### src/stq_pkg.sv
// ----------------------------------------------------------------------------
// Sorted timer queue package
// Request codes and payload structs shared by the sorted timer queue
// modules, and the deadline compare used by the sequencer.
// ----------------------------------------------------------------------------
package stq_pkg;

   // Default size of the timer pool.
   localparam int STQ_NUM_TIMERS = 16;

   // Request codes.
   localparam logic [1:0] REQ_TICK   = 2'd0;
   localparam logic [1:0] REQ_START  = 2'd1;
   localparam logic [1:0] REQ_DELETE = 2'd2;
   localparam logic [1:0] REQ_CLEAR  = 2'd3;

   // One request on the input channel.
   typedef struct packed {
      logic [1:0]  req_type;
      logic [3:0]  timer_id;
      logic [15:0] gap_ticks;
   } stq_req_type;

   // One expiry report on the result channel.
   typedef struct packed {
      logic [3:0] fired_id;
      logic       last_fired;
   } stq_rsp_type;

   // Result handed from the sequencer to the output register.
   typedef struct packed {
      logic        valid;
      stq_rsp_type data;
   } stq_emit_type;

   // True when deadline a lies strictly after deadline b, by signed difference.
   function automatic logic later_than(input logic [31:0] a, input logic [31:0] b);
      logic [31:0] diff;
      diff = a - b;
      return (diff != 32'd0) && !diff[31];
   endfunction

endpackage

### src/sorted_timer_queue.sv
// ----------------------------------------------------------------------------
// Sorted timer queue
// A pool of one-shot timers kept in deadline order; ticks report expiries.
// ----------------------------------------------------------------------------
// Requests enter on req_valid/req_ready as one stq_req_type: tick, start,
// delete or clear. Only a tick produces results; each expired timer comes
// out on rsp_valid/rsp_ready as one stq_rsp_type, in deadline order, with
// last_fired set on the final one of that tick.
// req_ready is high only while the sequencer is idle, so one request is
// worked on at a time. The sequencer walks the slot list through a single
// read port, one entry per step. A delete, or a restart before its insert,
// finds the slot and moves the entries behind it down one place; a start
// searches for the insert point and moves the entries behind it up; a tick
// unlinks each expired timer from the head of the list. The list moves
// grow with the square of NUM_TIMERS, above all when one tick expires
// every timer. Results pass through an output register, so a new request
// is accepted while the last result still waits; a stalled receiver holds
// the tick in progress until each result is taken. Reset clears the tick
// counter and disarms every timer.
// ----------------------------------------------------------------------------
module sorted_timer_queue import stq_pkg::*; #(
   parameter int NUM_TIMERS = STQ_NUM_TIMERS
) (
   input  logic        clock,
   input  logic        reset,
   input  logic        req_valid,
   output logic        req_ready,
   input  stq_req_type req_data,
   output logic        rsp_valid,
   input  logic        rsp_ready,
   output stq_rsp_type rsp_data
);

   localparam int SLOT_W = $clog2(NUM_TIMERS);

   logic              out_free;
   stq_emit_type      emit;
   logic [SLOT_W-1:0] ord_raddr;
   logic [SLOT_W-1:0] ord_rdata;
   logic              ord_we;
   logic [SLOT_W-1:0] ord_waddr;
   logic [SLOT_W-1:0] ord_wdata;
   logic [SLOT_W-1:0] dl_raddr;
   logic [31:0]       dl_rdata;
   logic              dl_we;
   logic [SLOT_W-1:0] dl_waddr;
   logic [31:0]       dl_wdata;
   logic              rsp_valid_ff, rsp_valid_in;
   stq_rsp_type       rsp_data_ff, rsp_data_in;

   stq_seq #(
      .NUM_TIMERS (NUM_TIMERS)
   ) u_seq (
      .clock     (clock),
      .reset     (reset),
      .req_valid (req_valid),
      .req_ready (req_ready),
      .req_data  (req_data),
      .out_free  (out_free),
      .emit      (emit),
      .ord_raddr (ord_raddr),
      .ord_rdata (ord_rdata),
      .ord_we    (ord_we),
      .ord_waddr (ord_waddr),
      .ord_wdata (ord_wdata),
      .dl_raddr  (dl_raddr),
      .dl_rdata  (dl_rdata),
      .dl_we     (dl_we),
      .dl_waddr  (dl_waddr),
      .dl_wdata  (dl_wdata)
   );

   stq_store #(
      .NUM_TIMERS (NUM_TIMERS)
   ) u_store (
      .clock     (clock),
      .ord_raddr (ord_raddr),
      .ord_rdata (ord_rdata),
      .ord_we    (ord_we),
      .ord_waddr (ord_waddr),
      .ord_wdata (ord_wdata),
      .dl_raddr  (dl_raddr),
      .dl_rdata  (dl_rdata),
      .dl_we     (dl_we),
      .dl_waddr  (dl_waddr),
      .dl_wdata  (dl_wdata)
   );

   // The output register can take a result when empty or being drained.
   assign out_free = !rsp_valid_ff || rsp_ready;

   // Output register.
   always_comb begin
      rsp_valid_in = rsp_valid_ff;
      rsp_data_in  = rsp_data_ff;
      if (emit.valid) begin
         rsp_valid_in = 1'b1;
         rsp_data_in  = emit.data;
      end else if (rsp_ready) begin
         rsp_valid_in = 1'b0;
      end
   end

   always_ff @(posedge clock) begin
      if (reset) begin
         rsp_valid_ff <= 1'b0;
      end else begin
         rsp_valid_ff <= rsp_valid_in;
      end
   end

   always_ff @(posedge clock) begin
      rsp_data_ff <= rsp_data_in;
   end

   assign rsp_valid = rsp_valid_ff;
   assign rsp_data  = rsp_data_ff;

endmodule

### src/stq_store.sv
// ----------------------------------------------------------------------------
// Sorted timer queue storage
// The ordered slot list and the per-slot deadlines, each one memory with a
// single write port and a registered read port.
// ----------------------------------------------------------------------------
module stq_store import stq_pkg::*; #(
   parameter int  NUM_TIMERS = STQ_NUM_TIMERS,
   localparam int SLOT_W     = $clog2(NUM_TIMERS)
) (
   input  logic              clock,
   input  logic [SLOT_W-1:0] ord_raddr,
   output logic [SLOT_W-1:0] ord_rdata,
   input  logic              ord_we,
   input  logic [SLOT_W-1:0] ord_waddr,
   input  logic [SLOT_W-1:0] ord_wdata,
   input  logic [SLOT_W-1:0] dl_raddr,
   output logic [31:0]       dl_rdata,
   input  logic              dl_we,
   input  logic [SLOT_W-1:0] dl_waddr,
   input  logic [31:0]       dl_wdata
);

   logic [SLOT_W-1:0] order_mem [NUM_TIMERS];
   logic [31:0]       deadline_mem [NUM_TIMERS];
   logic [SLOT_W-1:0] ord_rdata_ff;
   logic [31:0]       dl_rdata_ff;

   // Slot list in deadline order.
   always_ff @(posedge clock) begin
      if (ord_we) begin
         order_mem[ord_waddr] <= ord_wdata;
      end
      ord_rdata_ff <= order_mem[ord_raddr];
   end

   // Deadline of each slot.
   always_ff @(posedge clock) begin
      if (dl_we) begin
         deadline_mem[dl_waddr] <= dl_wdata;
      end
      dl_rdata_ff <= deadline_mem[dl_raddr];
   end

   assign ord_rdata = ord_rdata_ff;
   assign dl_rdata  = dl_rdata_ff;

endmodule

### src/stq_seq.sv
// ----------------------------------------------------------------------------
// Sorted timer queue sequencer
// Walks the ordered slot list one entry at a time to find, unlink, insert
// and expire timers, using the storage read ports and the package deadline compare.
// ----------------------------------------------------------------------------
module stq_seq import stq_pkg::*; #(
   parameter int  NUM_TIMERS = STQ_NUM_TIMERS,
   localparam int SLOT_W     = $clog2(NUM_TIMERS),
   localparam int CNT_W      = $clog2(NUM_TIMERS + 1)
) (
   input  logic              clock,
   input  logic              reset,
   input  logic              req_valid,
   output logic              req_ready,
   input  stq_req_type       req_data,
   input  logic              out_free,
   output stq_emit_type      emit,
   output logic [SLOT_W-1:0] ord_raddr,
   input  logic [SLOT_W-1:0] ord_rdata,
   output logic              ord_we,
   output logic [SLOT_W-1:0] ord_waddr,
   output logic [SLOT_W-1:0] ord_wdata,
   output logic [SLOT_W-1:0] dl_raddr,
   input  logic [31:0]       dl_rdata,
   output logic              dl_we,
   output logic [SLOT_W-1:0] dl_waddr,
   output logic [31:0]       dl_wdata
);

   // Sequencer states.
   localparam logic [3:0] S_IDLE   = 4'd0;
   localparam logic [3:0] S_U_FRD  = 4'd1;
   localparam logic [3:0] S_U_FCK  = 4'd2;
   localparam logic [3:0] S_U_SRD  = 4'd3;
   localparam logic [3:0] S_U_SWR  = 4'd4;
   localparam logic [3:0] S_L_RD1  = 4'd5;
   localparam logic [3:0] S_L_RD2  = 4'd6;
   localparam logic [3:0] S_L_CMP  = 4'd7;
   localparam logic [3:0] S_L_SH   = 4'd8;
   localparam logic [3:0] S_L_SWR  = 4'd9;
   localparam logic [3:0] S_T_RD1  = 4'd10;
   localparam logic [3:0] S_T_RD2  = 4'd11;
   localparam logic [3:0] S_T_CMP  = 4'd12;
   localparam logic [3:0] S_T_EMIT = 4'd13;
   localparam logic [3:0] S_T_FIN  = 4'd14;

   logic [3:0]            state_ff, state_in;
   logic [1:0]            op_ff, op_in;
   logic [SLOT_W-1:0]     slot_ff, slot_in;
   logic [31:0]           new_dl_ff, new_dl_in;
   logic [31:0]           now_ff, now_in;
   logic [CNT_W-1:0]      count_ff, count_in;
   logic [CNT_W-1:0]      scan_ff, scan_in;
   logic [CNT_W-1:0]      shift_ff, shift_in;
   logic [NUM_TIMERS-1:0] armed_ff, armed_in;
   logic                  pend_valid_ff, pend_valid_in;
   logic [SLOT_W-1:0]     pend_id_ff, pend_id_in;

   logic              req_fire;
   logic [SLOT_W-1:0] req_slot;
   logic              id_ok;
   logic [CNT_W-1:0]  scan_p1;
   logic [CNT_W-1:0]  shift_m1;
   logic [31:0]       start_dl;

   assign req_fire = req_valid && req_ready;
   assign req_slot = SLOT_W'(req_data.timer_id);
   assign id_ok    = ({28'd0, req_data.timer_id} < 32'(NUM_TIMERS));
   assign scan_p1  = scan_ff + CNT_W'(1);
   assign shift_m1 = shift_ff - CNT_W'(1);
   assign start_dl = now_ff + {16'd0, req_data.gap_ticks};

   // Next-state logic of the sequencer.
   always_comb begin
      state_in      = state_ff;
      op_in         = op_ff;
      slot_in       = slot_ff;
      new_dl_in     = new_dl_ff;
      now_in        = now_ff;
      count_in      = count_ff;
      scan_in       = scan_ff;
      shift_in      = shift_ff;
      armed_in      = armed_ff;
      pend_valid_in = pend_valid_ff;
      pend_id_in    = pend_id_ff;
      req_ready     = (state_ff == S_IDLE);
      ord_raddr     = scan_ff[SLOT_W-1:0];
      ord_we        = 1'b0;
      ord_waddr     = scan_ff[SLOT_W-1:0];
      ord_wdata     = slot_ff;
      dl_raddr      = ord_rdata;
      dl_we         = 1'b0;
      dl_waddr      = req_slot;
      dl_wdata      = start_dl;
      emit          = '0;

      case (state_ff)
         S_IDLE: begin
            if (req_fire) begin
               op_in   = req_data.req_type;
               scan_in = '0;
               case (req_data.req_type)
                  REQ_TICK: begin
                     now_in   = now_ff + 32'd1;
                     state_in = S_T_RD1;
                  end
                  REQ_START: begin
                     if ((req_data.gap_ticks != 16'd0) && id_ok) begin
                        dl_we     = 1'b1;
                        slot_in   = req_slot;
                        new_dl_in = start_dl;
                        state_in  = armed_ff[req_slot] ? S_U_FRD : S_L_RD1;
                     end
                  end
                  REQ_DELETE: begin
                     if (id_ok && armed_ff[req_slot]) begin
                        slot_in  = req_slot;
                        state_in = S_U_FRD;
                     end
                  end
                  default: begin
                     count_in = '0;
                     armed_in = '0;
                  end
               endcase
            end
         end

         // Find the list position of the slot being removed.
         S_U_FRD: begin
            ord_raddr = scan_ff[SLOT_W-1:0];
            state_in  = S_U_FCK;
         end
         S_U_FCK: begin
            if (ord_rdata == slot_ff) begin
               state_in = S_U_SRD;
            end else begin
               scan_in  = scan_p1;
               state_in = S_U_FRD;
            end
         end

         // Close the gap by moving later entries down one place.
         S_U_SRD: begin
            if (scan_p1 < count_ff) begin
               ord_raddr = scan_p1[SLOT_W-1:0];
               state_in  = S_U_SWR;
            end else begin
               count_in          = count_ff - CNT_W'(1);
               armed_in[slot_ff] = 1'b0;
               scan_in           = '0;
               case (op_ff)
                  REQ_TICK:  state_in = S_T_RD1;
                  REQ_START: state_in = S_L_RD1;
                  default:   state_in = S_IDLE;
               endcase
            end
         end
         S_U_SWR: begin
            ord_we    = 1'b1;
            ord_waddr = scan_ff[SLOT_W-1:0];
            ord_wdata = ord_rdata;
            scan_in   = scan_p1;
            state_in  = S_U_SRD;
         end

         // Search for the first entry whose deadline is later than the new one.
         S_L_RD1: begin
            if (scan_ff == count_ff) begin
               shift_in = count_ff;
               state_in = S_L_SH;
            end else begin
               ord_raddr = scan_ff[SLOT_W-1:0];
               state_in  = S_L_RD2;
            end
         end
         S_L_RD2: begin
            dl_raddr = ord_rdata;
            state_in = S_L_CMP;
         end
         S_L_CMP: begin
            if (later_than(dl_rdata, new_dl_ff)) begin
               shift_in = count_ff;
               state_in = S_L_SH;
            end else begin
               scan_in  = scan_p1;
               state_in = S_L_RD1;
            end
         end

         // Open a hole at the insert position, then drop the slot into it.
         S_L_SH: begin
            if (shift_ff > scan_ff) begin
               ord_raddr = shift_m1[SLOT_W-1:0];
               state_in  = S_L_SWR;
            end else begin
               ord_we            = 1'b1;
               ord_waddr         = scan_ff[SLOT_W-1:0];
               ord_wdata         = slot_ff;
               count_in          = count_ff + CNT_W'(1);
               armed_in[slot_ff] = 1'b1;
               state_in          = S_IDLE;
            end
         end
         S_L_SWR: begin
            ord_we    = 1'b1;
            ord_waddr = shift_ff[SLOT_W-1:0];
            ord_wdata = ord_rdata;
            shift_in  = shift_m1;
            state_in  = S_L_SH;
         end

         // Look at the head of the list after a tick.
         S_T_RD1: begin
            if (count_ff == '0) begin
               state_in = S_T_FIN;
            end else begin
               ord_raddr = '0;
               state_in  = S_T_RD2;
            end
         end
         S_T_RD2: begin
            dl_raddr = ord_rdata;
            slot_in  = ord_rdata;
            state_in = S_T_CMP;
         end
         S_T_CMP: begin
            if (later_than(dl_rdata, now_ff)) begin
               state_in = S_T_FIN;
            end else if (pend_valid_ff) begin
               state_in = S_T_EMIT;
            end else begin
               pend_valid_in = 1'b1;
               pend_id_in    = slot_ff;
               scan_in       = '0;
               state_in      = S_U_SRD;
            end
         end

         // An earlier expiry is held back until we know whether it is the last.
         S_T_EMIT: begin
            if (out_free) begin
               emit.valid           = 1'b1;
               emit.data.fired_id   = 4'(pend_id_ff);
               emit.data.last_fired = 1'b0;
               pend_id_in           = slot_ff;
               scan_in              = '0;
               state_in             = S_U_SRD;
            end
         end
         S_T_FIN: begin
            if (!pend_valid_ff) begin
               state_in = S_IDLE;
            end else if (out_free) begin
               emit.valid           = 1'b1;
               emit.data.fired_id   = 4'(pend_id_ff);
               emit.data.last_fired = 1'b1;
               pend_valid_in        = 1'b0;
               state_in             = S_IDLE;
            end
         end

         default: begin
            state_in = S_IDLE;
         end
      endcase
   end

   // Control state.
   always_ff @(posedge clock) begin
      if (reset) begin
         state_ff      <= S_IDLE;
         now_ff        <= '0;
         count_ff      <= '0;
         armed_ff      <= '0;
         pend_valid_ff <= 1'b0;
      end else begin
         state_ff      <= state_in;
         now_ff        <= now_in;
         count_ff      <= count_in;
         armed_ff      <= armed_in;
         pend_valid_ff <= pend_valid_in;
      end
   end

   // Working registers.
   always_ff @(posedge clock) begin
      op_ff      <= op_in;
      slot_ff    <= slot_in;
      new_dl_ff  <= new_dl_in;
      scan_ff    <= scan_in;
      shift_ff   <= shift_in;
      pend_id_ff <= pend_id_in;
   end

   // The armed flags and the list length agree whenever the list is settled.
   property p_count_matches_flags;
      @(posedge clock) disable iff (reset)
         (state_ff == S_IDLE) |-> ($countones(armed_ff) == int'(count_ff));
   endproperty
   a_count_matches_flags: assert property (p_count_matches_flags)
      else $error("armed flags and list length disagree");

   // A result is only handed over when the output register can take it.
   property p_emit_needs_room;
      @(posedge clock) disable iff (reset)
         emit.valid |-> out_free;
   endproperty
   a_emit_needs_room: assert property (p_emit_needs_room)
      else $error("result issued while output register is full");

   // No expiry is left behind once a tick has finished.
   property p_idle_no_pending;
      @(posedge clock) disable iff (reset)
         (state_ff == S_IDLE) |-> !pend_valid_ff;
   endproperty
   a_idle_no_pending: assert property (p_idle_no_pending)
      else $error("expiry still pending in idle");

   // A tick advances the counter by exactly one.
   property p_tick_advances;
      @(posedge clock) disable iff (reset)
         (req_fire && (req_data.req_type == REQ_TICK)) |=>
            (now_ff == ($past(now_ff) + 32'd1));
   endproperty
   a_tick_advances: assert property (p_tick_advances)
      else $error("tick did not advance the counter");

endmodule

### config.mk
export PLATFORM = sky130hd
export DESIGN_NAME = sorted_timer_queue
export DESIGN_NICKNAME = d
export VERILOG_FILES = /design/src/stq_pkg.sv /design/src/sorted_timer_queue.sv /design/src/stq_store.sv /design/src/stq_seq.sv
export SDC_FILE = /design/constraint.sdc
export NUM_CORES = 1
export LEC_CHECK = 0
export BUFFER_PORTS_ARGS = -buffer_cell sky130_fd_sc_hd__buf_2
export CELL_PAD_IN_SITES_DETAIL_PLACEMENT = 0
export CELL_PAD_IN_SITES_GLOBAL_PLACEMENT = 1
export CORE_MARGIN = 2
export CORE_UTILIZATION = 58
export CTS_CLUSTER_DIAMETER = 150
export DETAILED_ROUTE_END_ITERATION = 6
export GPL_TIMING_DRIVEN = 0
export PLACE_DENSITY = 0.88
export SLEW_MARGIN = 20
export SYNTH_ARGS = -nofsm -noshare
export SYNTH_HDL_FRONTEND = slang
export SYNTH_SLANG_ARGS = --single-unit
### constraint.sdc
create_clock -name clock -period 8.87 [get_ports clock]
set_input_delay 0 -clock clock [delete_from_list [all_inputs] [get_ports clock]]
set_output_delay 0 -clock clock [all_outputs]
set_load 0.02 [all_outputs]
Yosys cells after proc, flatten, opt, wreduce, memory -nomap -nowiden --
Memories as Yosys holds them, arrays and structs flattened. A register that Yosys moved wholly into a read port is not among the register bits. Cells that the tools add are included.
Word-level totals: output and inout bits 7, logic and storage cells 179, RAM bits 576, bits of input ports 26, memories 2, register bits 116
Cells by class: equal/unequal tests 35, reduce and logical (&&, ||, !) cells 34, add/subtract/negate cells 8, order comparisons 5, bitwise logic cells 3, multiplexer cells 78
Memories:
- u_store.deadline_mem | depth 16, width 32, rd ports 1, clocked after memory_dff 1, wr ports 1, line stq_store.sv:24 | logic [31:0] deadline_mem [NUM_TIMERS];
- u_store.order_mem | depth 16, width 4, rd ports 1, clocked after memory_dff 1, wr ports 1, line stq_store.sv:23 | logic [SLOT_W-1:0] order_mem [NUM_TIMERS];
Operator list (number):
- 2-to-1 mux 4 bit | 23
- 2-to-1 mux 5 bit | 13
- 2-to-1 mux 16 bit | 4
- nonzero test 32 bit | 2
- subtractor 32 bit | 2
- one-hot mux 4 bit (15 select lines) | 1
- one-hot mux 16 bit (3 select lines) | 1
- one-hot mux 5 bit (7 select lines) | 1
- adder 32 x 1 -> 32 bit (second input constant) | 1
- adder 32 x 16 -> 32 bit | 1
- one-hot mux 4 bit (2 select lines) | 4
- one-hot mux 5 bit (3 select lines) | 2
- == test 4 bit (second input constant) | 7
- one-hot mux 4 bit (3 select lines) | 2
- 2-to-1 mux 6 bit | 3
- != test 2 bit (second input constant) | 9
- AND 16 bit | 1
- == test 4 x 3 -> 1 bit (second input constant) | 4
- 2-to-1 mux 1 bit | 16
- NOT 16 bit | 1
- bitwise OR 16 bit | 1
- nonzero test 16 bit | 1
- != test 3 bit (second input constant) | 4
- one-hot mux 6 bit (2 select lines) | 1
- 36 further kinds | 58

Depth between registers and ports, before layout --
depth in word-level cells 8, mapped depth 16, mapped depth without buffers 14

Cells and area by module --
From an unflattened synthesis, not the netlist that was laid out.
Second synthesis, totals: cell total of the unflattened synthesis 2327, area total of the unflattened synthesis 33414.5 sq um
Modules (own cells, without submodules):
- stq_store | instances 1, area an instance 22447.8 sq um, cells each 968, seq. area each 18017.3 sq um
- stq_seq | instances 1, area an instance 10770.3 sq um, cells each 1350, seq. area each 2722.6 sq um
- sorted_timer_queue | instances 1, area an instance 196.4 sq um, cells each 9, seq. area each 170.2 sq um

Worst setup path before layout --
OpenSTA, ideal clock, no wires.
kind flip-flop to flip-flop, start register u_seq.state_ff[3], end memory u_store.deadline_mem[0][0] (enable), path slack 3379 ps, clock period less this slack 5491 ps, data required time 8402 ps, cell stages (with the launch flop) 10, arrival 5024 ps, setup time 468 ps, buffers on the path 2, path through dfxtp_1 -> clkbuf_1 -> nor2_1 -> nand2_1 -> inv_2 -> and2_1 -> and3_1 -> clkbuf_1 -> nor3b_1 -> nor3b_1
On the way: cells in the longest elaborated chain, start to end 6
RTL lines:
- from (decl) | line stq_seq.sv:47 | logic [3:0] state_ff, state_in;
- from (signal assigned) | line stq_seq.sv:278 | state_ff <= state_in;
- logical NOT 4 bit (*) | line stq_seq.sv:86 | req_ready = (state_ff == S_IDLE);
- net req_ready | line sorted_timer_queue.sv:27 | output logic req_ready,
- logical AND 1 bit | line stq_seq.sv:66 | assign req_fire = req_valid && req_ready;
- 2-to-1 mux 1 bit | line stq_seq.sv:99 | if (req_fire) begin
- 2-to-1 mux 1 bit (*) | line stq_seq.sv:97 | case (state_ff)
- 2-to-1 mux 1 bit (*) | line stq_store.sv:38 | if (dl_we) begin
- 2-to-1 mux 1 bit (implied by the code) (*) | line stq_store.sv:39 | deadline_mem[dl_waddr] <= dl_wdata;
- to (decl) | line stq_store.sv:24
The timed path passes the listed nets; every way through them passes the cells marked *.

Worst setup path after layout --
start register u_seq.now_ff[6], end register u_seq.scan_ff[1] (enable)
On the way: cells in the longest elaborated chain, start to end 5, elaborated cells between the ends (all ways) 6, those cells by class 1 x add/sub; 1 x eq/ne; 4 x reduce/logical
RTL lines:
- from (decl) | line stq_seq.sv:51 | logic [31:0] now_ff, now_in;
- from (signal assigned) | line stq_seq.sv:279 | now_ff <= now_in;
- subtractor 32 bit (*) | line stq_pkg.sv:39 | diff = a - b;
- nonzero test 32 bit / logical NOT 1 bit (equally long branches) | line stq_pkg.sv:40 | return (diff != 32'd0) && !diff[31];
- logical AND 1 bit (*) | line stq_pkg.sv:40
- != test 2 bit (no source line) (*)
- AND reduction 8 bit (no source line) (*)
- to (signal assigned) | line stq_seq.sv:291 | scan_ff <= scan_in;
- to (decl) | line stq_seq.sv:53 | logic [CNT_W-1:0] scan_ff, scan_in;
Mark *: on every way between the ends. The rest lies on a longest branch, timed or not. A chain may end at the register's enable or synchronous reset.

==> results.md <==
- First-pass GRT wire length: 139000 um
- Switching power: 3950 uW
- DR vias: 22274
- CP Launch Type: flop
- Top cells by count, synth: 633 x edfxtp_1, 165 x mux4_2, 156 x nor2_1
- Top FF cell, synth: edfxtp_1
- Crit Path Category: reg2reg
- Crit. End Element: flop
- Clock Tree Buf Depth: 3
- Top cells by area, synth: edfxtp_1 56%, mux4_2 11%, dfxtp_1 5.6%, ha_1 3.6%, mux2i_1 1.9%
- CTS resizes: 0
- Setup TNS: 0 ps
- Yosys top cell by area: edfxtp_1
- Final Hold Fails: 0
- Crit-path max FO: 9
- IO Pins: 33
- Die height: 246 um
- Clk network pwr share: 0.278
- DR DRC count: 0
- Internal power: 7310 uW
- Vias per cell: 6.66
- Mapped Cells: 2370
- WHS: 37.1 ps
- Number of global-route vias before repair: 21971
- Die X: 246 um
- TritonCTS Buffers: 72
- Number of core rows: 88
- Syn nets: 2498
- Post-synth EDFFs: 633
- Layout net count: 2651
- GR Overflow Total: 0
- TritonCTS clock tree: done
- Sequential share of power: 0.358
- Fill cells: 3811
- Slew Viols, Final: 0
- Synthesis-to-finish area growth: 13.3%
- GRT Total Usage: 0.313
- Count of hold buffers inserted by post-cts repair: 7
- FFs w/ async S/R, synth: 0
- Combinational Power Share: 0.364
- Switching share of power: 0.351
- Clk root buf: clkbuf_16
- Synth top area share: 0.559
- Yosys reg bits: 728
- Post-route ant nets: 0
- 1st-pass router iterations: 6
- RSZ-0062 raised after global routing: no
- First DRT Iteration DRCs: 2558
- Yosys cell types: 83
- IO Port Bufs: 32
- Setup ws final: 3980 ps
- Worst hold path type: in2reg
- Detailed placement HPWL: 63000 um
- Total setup buffers inserted after CTS: 0
- Pre-CTS WS: 3990 ps
- Worst-Skew Late Latency: 630 ps
- Initial antenna violation count: 4
- Routed len/inst: 28.0 um
- Core box area: 57800 um^2
- Worst endpoint required time: 9170 ps
- Least-Margin Pin Slew: 1110 ps
- Final RePlAce weighted congestion: 0.883
- Mean post-synth cell area: 14.3 um^2
- Fin crit share: 0.551
- Status: completed
- Syn Std Cell Area: 34000 um^2
- Max Cap Violations: 0
- Largest net degree at the start of global routing: 30
- Post-synthesis sequential area ratio: 0.615
- Die area: 60600 um^2
- Clk sinks: 728
- # setup viols final: 0
- Arr. time, crit path: 5190 ps
- Max Clk Rate: 0.204 GHz
- Synth warn: 0
- Worst Skew: 30.9 ps
- Share of layout cells above drive strength 1: 0.177
- Initial Util: 0.588
- Crit path time final: 4890 ps
- Peak supply drop: 0.353 mV
- Diodes inserted: 0
- Static leakage: 0.0135 uW
- Final WL: 93700 um
- Rel. slew slack: 0.258
- Top-count cell post-synth: edfxtp_1
- Power density cells: 292 nW/um^2
- Clock-pin slew on the worst setup and hold paths: 60 ps
- H-tree Lvls: 3
==> power by group through the flow <==
stage / registers, uW / clock network (uW) / logic (uW)
after floorplan: 4010 / 0 / 2910
after global placement: 4110 / 0 / 3880
after detailed placement: 4100 / 0 / 3970
after CTS: 4030 / 3150 / 4050
after global routing: 4040 / 3270 / 4390
final: 4040 / 3130 / 4100
==> critical path: stages, from the launching register on <==
cell,delay [ps]
dfxtp_1,380
inv_1,120
ha_1,280
clkbuf_1,200
o211ai_1,410
o21ai_1,220
a211oi_2,440
nor3_1,170
or3_1,340
a221oi_1,390
nand4_1,260
nor4_4,560
nor2_1,180
a21oi_1,230
and3_1,380
==> cell families (layout without fill, tap and decap cells) <==
logic type      after synthesis  after routing  share of synthesized area
mux                         238            238                      0.131
compound gates              443            443                     0.0865
buf+inv                     220            430                     0.0252
simple gates                548            548                     0.0804
flops                       728            728                      0.615
xor+xnor                     91             91                     0.0234
fa+ha+maj                   102            102                     0.0384
==> final timing paths <==
| check | startpoint | to | slack [ps] | cells past startpoint |
|---|---|---|---|---|
| max | u_seq.now_ff[6] | u_seq.scan_ff[1] | 3980 | 14 |
| min | req_data[13] | u_seq.new_dl_ff[13] | 40 | 3 |
| max reg2reg | u_seq.now_ff[6] | u_seq.scan_ff[1] | 3980 | 14 |
| min reg2reg | u_seq.armed_ff[3] | u_seq.armed_ff[3] | 480 | 1 |
==> sequential cells by signal, summed over array words and instances, names as in the netlist, 4 cells and up <==
| register | count |
|---|---|
| u_store.order_mem | 64 |
| u_seq.armed_ff | 16 |
| u_seq.slot_ff | 4 |
| u_store.ord_rdata | 4 |
| u_seq.new_dl_ff | 32 |
| u_seq.scan_ff | 5 |
| u_seq.pend_id_ff | 4 |
| u_store.dl_rdata | 32 |
| rsp_data | 5 |
| u_store.deadline_mem | 512 |
| u_seq.count_ff | 5 |
| u_seq.now_ff | 32 |
| u_seq.state_ff | 4 |
| u_seq.shift_ff | 5 |
==> cells in the final DEF, fill, tap and decap left out, types with 28 or more instances in the layout <==
cell type	Yosys	layout
a211oi_1	28	28
dfxtp_1	95	95
mux2i_1	65	65
ha_1	98	98
clkbuf_1	79	88
mux4_2	165	165
nor3_1	55	51
edfxtp_1	633	633
nor2_1	156	145
a21oi_1	105	104
xnor2_1	68	42
buf_2	10	42
clkbuf_16	0	73
o21ai_0	95	95
inv_1	112	112
nand3_1	56	56
a21o_1	31	31
nand2_1	97	97
==> stage by stage <==
stage | total power (uW) | area (um^2) | utilization | std cells
after floorplan | 6930 | 34000 | - | 2370
after global placement | 7990 | 35100 | 0.608 | 3167
after detailed placement | 8070 | 35800 | 0.620 | 3201
after CTS | 11200 | 38300 | 0.663 | 3339
after global routing | 11700 | 38500 | 0.666 | 3345
final | 11300 | 38500 | 0.666 | 3345
==> area by class of cell <==
type	count	area, um^2	share of cell area
flip-flops and latches	728	20900	0.543
multi-input cells	1422	12600	0.326
clock buffers	86	1890	0.0490
well taps	765	957	0.0249
repair buffers	79	801	0.0208
clock inverters	45	526	0.0136
plain buffers	107	443	0.0115
inverters	113	424	0.0110
==> routing by layer <==
| metal | part of all wire | wire (um) | global-route usage |
|---|---|---|---|
| met1 | 0.38 | 35600 | 0.418 |
| met5 | 0 | 0 | 0 |
| met3 | 0.087 | 8200 | 0.0497 |
| met4 | 0.038 | 3550 | 0.125 |
| met2 | 0.49 | 46300 | 0.518 |
Power figures use the tool's default switching activity.
